--- src/hw/rtl/sift_index_bit_selector_macros.svh ---
// ----------------------------------------------------------------------------
// Assertion macros for the sift index bit selector
// Concurrent checks used at the end of sib_back.
// ----------------------------------------------------------------------------
`ifndef SIFT_INDEX_BIT_SELECTOR_MACROS_SVH
`define SIFT_INDEX_BIT_SELECTOR_MACROS_SVH

// Same-cycle implication, disabled while reset is asserted.
`define SIB_ASSERT_NOW(label, ck, rn, ante, cons, msg) \
    label: assert property (@(posedge ck) disable iff (!rn) (ante) |-> (cons)) \
        else $error(msg);

// Next-cycle implication, disabled while reset is asserted.
`define SIB_ASSERT_NEXT(label, ck, rn, ante, cons, msg) \
    label: assert property (@(posedge ck) disable iff (!rn) (ante) |=> (cons)) \
        else $error(msg);

`endif

--- src/hw/rtl/sib_pkg.sv ---
// ----------------------------------------------------------------------------
// sib_pkg
// Types and fixed constants shared by the sift index bit selector modules.
// ----------------------------------------------------------------------------
package sib_pkg;

    // Request type codes.
    localparam logic [1:0] REQ_BEGIN  = 2'd0;
    localparam logic [1:0] REQ_STORE  = 2'd1;
    localparam logic [1:0] REQ_REMOTE = 2'd2;

    // Result status codes.
    localparam logic [1:0] STATUS_WORD  = 2'd0;
    localparam logic [1:0] STATUS_FLUSH = 2'd1;
    localparam logic [1:0] STATUS_RANGE = 2'd2;

    // Configuration register indexes.
    localparam logic CFG_PROTOCOL_MODE = 1'b0;
    localparam logic CFG_DIFF_BITS     = 1'b1;

    // Protocol modes.
    localparam logic MODE_SERVICE = 1'b0;
    localparam logic MODE_BB84    = 1'b1;

    // Reset values of the configuration registers.
    localparam logic       PROTOCOL_MODE_RESET = MODE_BB84;
    localparam logic [4:0] DIFF_BITS_RESET     = 5'd8;

    // One queued request.
    typedef struct packed {
        logic [1:0]  op;
        logic [15:0] word_addr;
        logic [31:0] data_word;
        logic [21:0] entry_count;
    } sib_item_t;

    // Queue head as seen by the back end.
    typedef struct packed {
        logic      valid;
        sib_item_t item;
    } sib_queue_t;

    // Configuration register values.
    typedef struct packed {
        logic       protocol_mode;
        logic [4:0] diff_bits;
    } sib_cfg_t;

endpackage

--- src/hw/rtl/sib_if.sv ---
// ----------------------------------------------------------------------------
// sib_if
// Valid/ready channel interfaces: request, result and configuration write.
// ----------------------------------------------------------------------------
interface sib_req_if;
    logic        valid;
    logic        ready;
    logic [1:0]  req_type;
    logic [15:0] word_addr;
    logic [31:0] data_word;
    logic [21:0] local_entry_count;

    modport source (output valid, req_type, word_addr, data_word, local_entry_count,
                    input ready);
    modport sink   (input valid, req_type, word_addr, data_word, local_entry_count,
                    output ready);
endinterface


--- src/hw/rtl/sib_front.sv ---
// ----------------------------------------------------------------------------
// sib_front
// Accepts requests, drops those that have no effect, and queues the rest.
// ----------------------------------------------------------------------------
module sib_front
    import sib_pkg::*;
#(
    parameter int STORE_WORDS = 65536
) (
    input  logic       clk,
    input  logic       rst_n,
    sib_req_if.sink    req,
    input  logic       pop,
    output sib_queue_t queue
);

    sib_item_t   slot_reg [2];
    logic        wr_ptr_reg, wr_ptr_next;
    logic        rd_ptr_reg, rd_ptr_next;
    logic [1:0]  count_reg, count_next;
    logic        accept;
    logic        keep;
    logic        push;
    logic        do_pop;
    sib_item_t   item_in;

    // Classify: unknown types and stores beyond the store are dropped here.
    always_comb
    begin
        case (req.req_type)
            REQ_BEGIN:  keep = 1'b1;
            REQ_STORE:  keep = (32'(req.word_addr) < 32'(STORE_WORDS));
            REQ_REMOTE: keep = 1'b1;
            default:    keep = 1'b0;
        endcase
    end

    assign item_in.op          = req.req_type;
    assign item_in.word_addr   = req.word_addr;
    assign item_in.data_word   = req.data_word;
    assign item_in.entry_count = req.local_entry_count;

    assign req.ready = (count_reg != 2'd2);
    assign accept    = req.valid && req.ready;
    assign push      = accept && keep;
    assign do_pop    = pop && (count_reg != 2'd0);

    // Two-entry queue pointers and fill count.
    always_comb
    begin
        wr_ptr_next = push ? ~wr_ptr_reg : wr_ptr_reg;
        rd_ptr_next = do_pop ? ~rd_ptr_reg : rd_ptr_reg;
        count_next  = count_reg + {1'b0, push} - {1'b0, do_pop};
    end

    always_ff @(posedge clk or negedge rst_n)
    begin
        if (!rst_n)
        begin
            wr_ptr_reg <= 1'b0;
            rd_ptr_reg <= 1'b0;
            count_reg  <= 2'd0;
        end
        else
        begin
            wr_ptr_reg <= wr_ptr_next;
            rd_ptr_reg <= rd_ptr_next;
            count_reg  <= count_next;
        end
    end

    // Queue storage.
    always_ff @(posedge clk)
    begin
        if (push)
        begin
            slot_reg[wr_ptr_reg] <= item_in;
        end
    end

    assign queue.valid = (count_reg != 2'd0);
    assign queue.item  = slot_reg[rd_ptr_reg];

endmodule

--- src/flat_wrapper.sv ---
// flat-port wrapper written by rule: the top's interface ports become plain ports
module sib_front_flat import sib_pkg::*;
#(
    parameter int STORE_WORDS = 65536
)
  (clk, rst_n, pop, queue, req_valid, req_req_type, req_word_addr, req_data_word, req_local_entry_count, req_ready);
  sib_req_if req_i ();
  input  logic clk;
  input  logic rst_n;
  input  logic pop;
  output sib_queue_t queue;
  input wire logic [$bits(req_i.valid)-1:0] req_valid;
  input wire logic [$bits(req_i.req_type)-1:0] req_req_type;
  input wire logic [$bits(req_i.word_addr)-1:0] req_word_addr;
  input wire logic [$bits(req_i.data_word)-1:0] req_data_word;
  input wire logic [$bits(req_i.local_entry_count)-1:0] req_local_entry_count;
  output wire logic [$bits(req_i.ready)-1:0] req_ready;
  assign req_i.valid = req_valid;
  assign req_i.req_type = req_req_type;
  assign req_i.word_addr = req_word_addr;
  assign req_i.data_word = req_data_word;
  assign req_i.local_entry_count = req_local_entry_count;
  assign req_ready = req_i.ready;
  sib_front #(.STORE_WORDS(STORE_WORDS)) u_core (.clk(clk), .rst_n(rst_n), .req(req_i), .pop(pop), .queue(queue));
endmodule
--- config.mk ---
export PLATFORM = sky130hd
export DESIGN_NAME = sib_front_flat
export DESIGN_NICKNAME = d
export VERILOG_FILES = /design/src/hw/rtl/sift_index_bit_selector_macros.svh /design/src/hw/rtl/sib_pkg.sv /design/src/hw/rtl/sib_if.sv /design/src/hw/rtl/sib_front.sv /design/src/flat_wrapper.sv
export SDC_FILE = /design/constraint.sdc
export NUM_CORES = 1
export LEC_CHECK = 0
export CAP_MARGIN = 20
export CORE_AREA = 2 2 146 77
export DETAILED_ROUTE_END_ITERATION = 10
export DIE_AREA = 0 0 148 79
export DONT_BUFFER_PORTS = 1
export GPL_TIMING_DRIVEN = 0
export PLACE_DENSITY = 0.71
export SETUP_SLACK_MARGIN = 0.05
export SYNTH_ARGS = -nofsm -noshare
export SYNTH_HDL_FRONTEND = slang
export SYNTH_SLANG_ARGS = --single-unit
--- constraint.sdc ---
create_clock -name clk -period 6.5 [get_ports clk]
set_input_delay 1.625 -clock clk [delete_from_list [all_inputs] [get_ports clk]]
set_output_delay 1.625 -clock clk [all_outputs]
set_load 0.01 [all_outputs]
Word level (Yosys, flattened, before mapping)

Memory sizes are Yosys's and may differ from the RTL's.
Cells that the tools add are included.

Bits in registers: 4
Memory bits (writable): 144
Bits of input ports: 76
Output and inout port bits: 74
Logic and storage cells: 20
Memories kept: 1

Add/subtract/negate cells: 2
Equality and inequality tests: 3
Muxes and demuxes: 3
Bitwise gates (word level): 2
Reductions and logical operators: 6

Memory list:

| name            | words | width | read ports | clocked after memory_dff | wr ports | line            | source |
|---|---|---|---|---|---|---|---|
| u_core.slot_reg | 2     | 72    | 1          | 0                        | 1        | sib_front.sv:17 | `sib_item_t slot_reg [2];` |

Operator list:

| operator                                            | count |
|---|---|
| logical AND 1 bit                                   | 3 |
| two-way mux 1 bit                                   | 3 |
| OR reduction 3 bit                                  | 1 |
| adder 2 x 1 -> 2 bit                                | 1 |
| equality test 2 x 1 -> 1 bit, second input constant | 1 |
| equality test 2 bit, second input constant          | 1 |
| logical NOT 2 bit                                   | 1 |
| inequality test 2 bit, second input constant        | 1 |
| NOT 1 bit                                           | 2 |
| nonzero test 2 bit                                  | 1 |
| subtractor 2 x 1 -> 2 bit                           | 1 |

Logic depth before layout (Yosys ltp)

Word-level depth: 6
Depth in mapped cells: 5
Depth with buffers taken out: 5

Worst setup path after synthesis

OpenSTA, ideal clock, no wires.

Path type: input -> register
Start: in req_req_type[1]
End: mem u_core.slot_reg[0][0] in the netlist's numbering, enable pin
Library setup time: 0.503 ns
Arrival: 4.894 ns
Data required time: 5.997 ns
Setup slack: 1.103 ns
Cell stages on the path: 3
Path buffers: 0
Cells stage by stage: nand2_1 > nand3_1 > nor2_1

Cells in the longest elaborated chain, start to end: 6
Elaborated cells between the ends (all ways): 8
Classes of those cells: eq/ne (2); mux (3); reduce/logical (3)

RTL lines:

| what                                                 | line               | source |
|---|---|---|
| start, declared                                      | flat_wrapper.sv:13 | `input wire logic [$bits(req_i.req_type)-1:0] req_req_type;` |
| equality test 2 x 1 -> 1 bit (tied with other cells) | sib_front.sv:30    | `case (req.req_type)` |
| OR reduction 3 bit (no line) (*)                     | --                 |  |
| two-way mux 1 bit (*)                                | sib_front.sv:30    |  |
| logical AND 1 bit (*)                                | sib_front.sv:45    | `assign push = accept && keep;` |
| two-way mux 1 bit (*)                                | sib_front.sv:75    | `if (push)` |
| two-way mux 1 bit (implied by the code) (*)          | sib_front.sv:77    | `slot_reg[wr_ptr_reg] <= item_in;` |
| end, declared                                        | sib_front.sv:17    |  |

Mark *: on every way between the ends. The rest lies on a longest branch, timed or not.

==> impl_results.md <==
* Mapped cell area at 5760 um2
* Psw at 0.000854 W
* Worst-path fanout max at 10
* Startpoint Class: flip-flop
* Vias in the first global route at 2,421
* Final Hold Fails at 0
* Fin nets at 344
* Mean Syn Cell Area at 23.6 um2
* Largest net degree at the start of global routing at 34
* Net Count, Synth at 321
* TritonCTS sink count at 148
* Worst Skew at 10.8 ps
* Top cell type by total area after synthesis: edfxtp_1
* Fraction of registers with async set or reset after synthesis at 2.70%
* Share of layout cells above drive strength 1 at 41.1%
* Clk slew on worst S/H paths at 60 ps
* Worst Max-Slew Pin Slew at 449 ps
* Comb pwr share at 27.3%
* DP Wirelength at 6020 um
* Leakage at 2.45 nW
* Hold crit path type: reg2reg
* Most numerous cell in the Yosys netlist: edfxtp_1
* CTS tree: done
* Clock root buffer: clkbuf_16
* Total Routed Length at 8890 um
* Peak supply drop at 0.221 mV
* DRC at 0
* Sequential share of the synthesized area at 76.9%
* Via density at 5.29
* Critical path class: reg2out
* DRT Pass-1 Iters at 4
* Leading register cell type out of synthesis: edfxtp_1
* CTS resizes at 0
* Max-slew headroom at 70.0%
* Clock power share at 33.7%
* Max cap viols at 0
* Routed vias at 2,249
* Total GRT Usage at 16.1%
* CP Data Arrival Time at 1510 ps
* First-pass GRT wire length at 13,400 um
* Num CTS Buffers at 17
* Hold Buf Count CTS at 0
* Synth Warn # at 0
* Routability cong. at 0.668
* Clk Latency, worst-skew pair at 400 ps
* CTS max path bufs at 2
* H-Tree Depth at 4
* Max Transition Viols Final at 0
* Starting Density at 54.6%
* WP data required at 4880 ps
* Yosys top cell area share at 75.1%
* Post-layout minimum cycle time at 3130 ps
* Input/output buffers at 0
* Sw Share at 25.7%
* Crit share post-route at 48.2%
* Worst reg2reg setup slack at 4330 ps
* Largest cells by area after synthesis: edfxtp_1 75%, mux2_4 18%, buf_12 2.4%
* Critical Path Max Stage Delay at 340 ps
* Total grt overflow at 0
* Yosys cell types at 17
* Number of antenna cells inserted at 0
* CP Capture Type: output port
* EDFF count, synth at 144
* Internal cell power at 0.00246 W
* Core footprint at 10,500 um2
* Setup violators final at 0
* P&R area growth vs syn at 16.7%
* Fmax at 0.319 GHz
* Die area at 11,700 um2
* Post-CTS Setup Inserts at 0
* Status: finished clean
* Max reg flops at 144
* Top post-synthesis cells by count: 144 x edfxtp_1, 69 x mux2_4, 7 x buf_12
* Routed wire per std cell at 20.9 um
* Row count at 27
* Number of placed I/O pins at 150
* Part of the power in registers at 39.0%
* 1st-iter DRT viols at 163
* Die width at 148 um
* Inst Count DP at 393
* ANT nets after route at 0
* Non-Filler Instances at 425
* Post-Synthesis Cells at 244
* Unrepaired setup endpoints after global routing: no
* Antenna violations before repair at 0
* Chip height at 79 um
* Power density over the cells at 494 nW/um2
* #FFs+latches synth at 148
* Pwr Total at 0.00332 W
* Worst path slowest cell: dfrtp_1
* Worst-path cell chain: buf_6 -> buf_12 -> mux2_4
[per-layer routing]
layer  part of all wire, %  track usage (%)  vias to the layer above
li1                      -                -                     1011
met5                     0                0                        -
met3                    15             11.1                        2
met1                    39             18.3                     1134
met2                    46             23.5                      102
met4                  0.26             6.86                        0
[final timing paths]
kind / from / to / depth (start not counted)
setup / recovery: u_core.rd_ptr_reg$_DFFE_PN0P_ / queue[8] / 3
hold / removal: u_core.wr_ptr_reg$_DFFE_PN0P_ / u_core.wr_ptr_reg$_DFFE_PN0P_ / 1
max in group asynchronous: rst_n / u_core.count_reg[1]$_DFF_PN0_ / 0
setup reg to reg: u_core.count_reg[1]$_DFF_PN0_ / u_core.slot_reg[1][29]$_DFFE_PP_ / 5
min in group asynchronous: rst_n / u_core.rd_ptr_reg$_DFFE_PN0P_ / 0
hold reg to reg: u_core.wr_ptr_reg$_DFFE_PN0P_ / u_core.wr_ptr_reg$_DFFE_PN0P_ / 1
[critical path, delay by kind of cell (launching register included)]
| family | cells | cell delay [ps] |
|---|---|---|
| buffers and inverters | 2 | 400 |
| flip-flops | 1 | 340 |
| multiplexers | 1 | 340 |
[cell families after synthesis]
family	count (synthesis)	share of synthesized area, %
buffers and inverters	10	2.76
AND/OR/NAND/NOR	8	0.804
XOR/XNOR	5	0.761
multiplexers	72	18.6
adder cells (fa/ha/maj)	1	0.217
flip-flops	148	76.9
[through the flow]
step	worst slack, ps	setup TNS, ps	instance area, um2	hold WS, ps	util, %
2_1_floorplan	1100	0	5760	468	-
3_3_place_gp	-548	-77790	5940	481	56.3
3_5_place_dp	3230	0	6030	550	57.2
4_1_cts	3320	0	6720	573	63.7
5_1_grt	3310	0	6720	613	63.7
6_report	3370	0	6720	574	63.7
[cell type report]
| cell class | instances | area, um2 |
|---|---|---|
| sequential | 148 | 4420 |
| fill | 707 | 3820 |
| multi-input combinational | 86 | 1190 |
| clock buffer | 19 | 433 |
| clock inverter | 13 | 253 |
| tap | 145 | 181 |
| buffer | 8 | 151 |
| timing repair buffer | 4 | 80.1 |
| inverter | 2 | 7.51 |
[power groups by stage]
stage | Clock, W | Sequential [W] | Combinational, W
3_3_place_gp | 0 | 0.00134 | 0.000882
3_5_place_dp | 0 | 0.00132 | 0.000920
4_1_cts | 0.00114 | 0.00130 | 0.000925
2_1_floorplan | 0 | 0.00132 | 0.000758
5_1_grt | 0.00118 | 0.00131 | 0.000965
6_report | 0.00112 | 0.00129 | 0.000905
[cells in the final DEF (no fill, tap or decap), types with 2 or more instances in the layout]
master,n
clkinv_1,2
mux2_4,69
edfxtp_1,144
clkinv_4,2
dfrtp_1,4
nor2_4,2
bufinv_16,7
buf_12,11
inv_6,2
xor2_1,3
inv_1,2
mux2_2,3
xnor2_1,2
clkbuf_1,2
clkbuf_16,17
No activity file was read; power rests on OpenSTA's default activity.
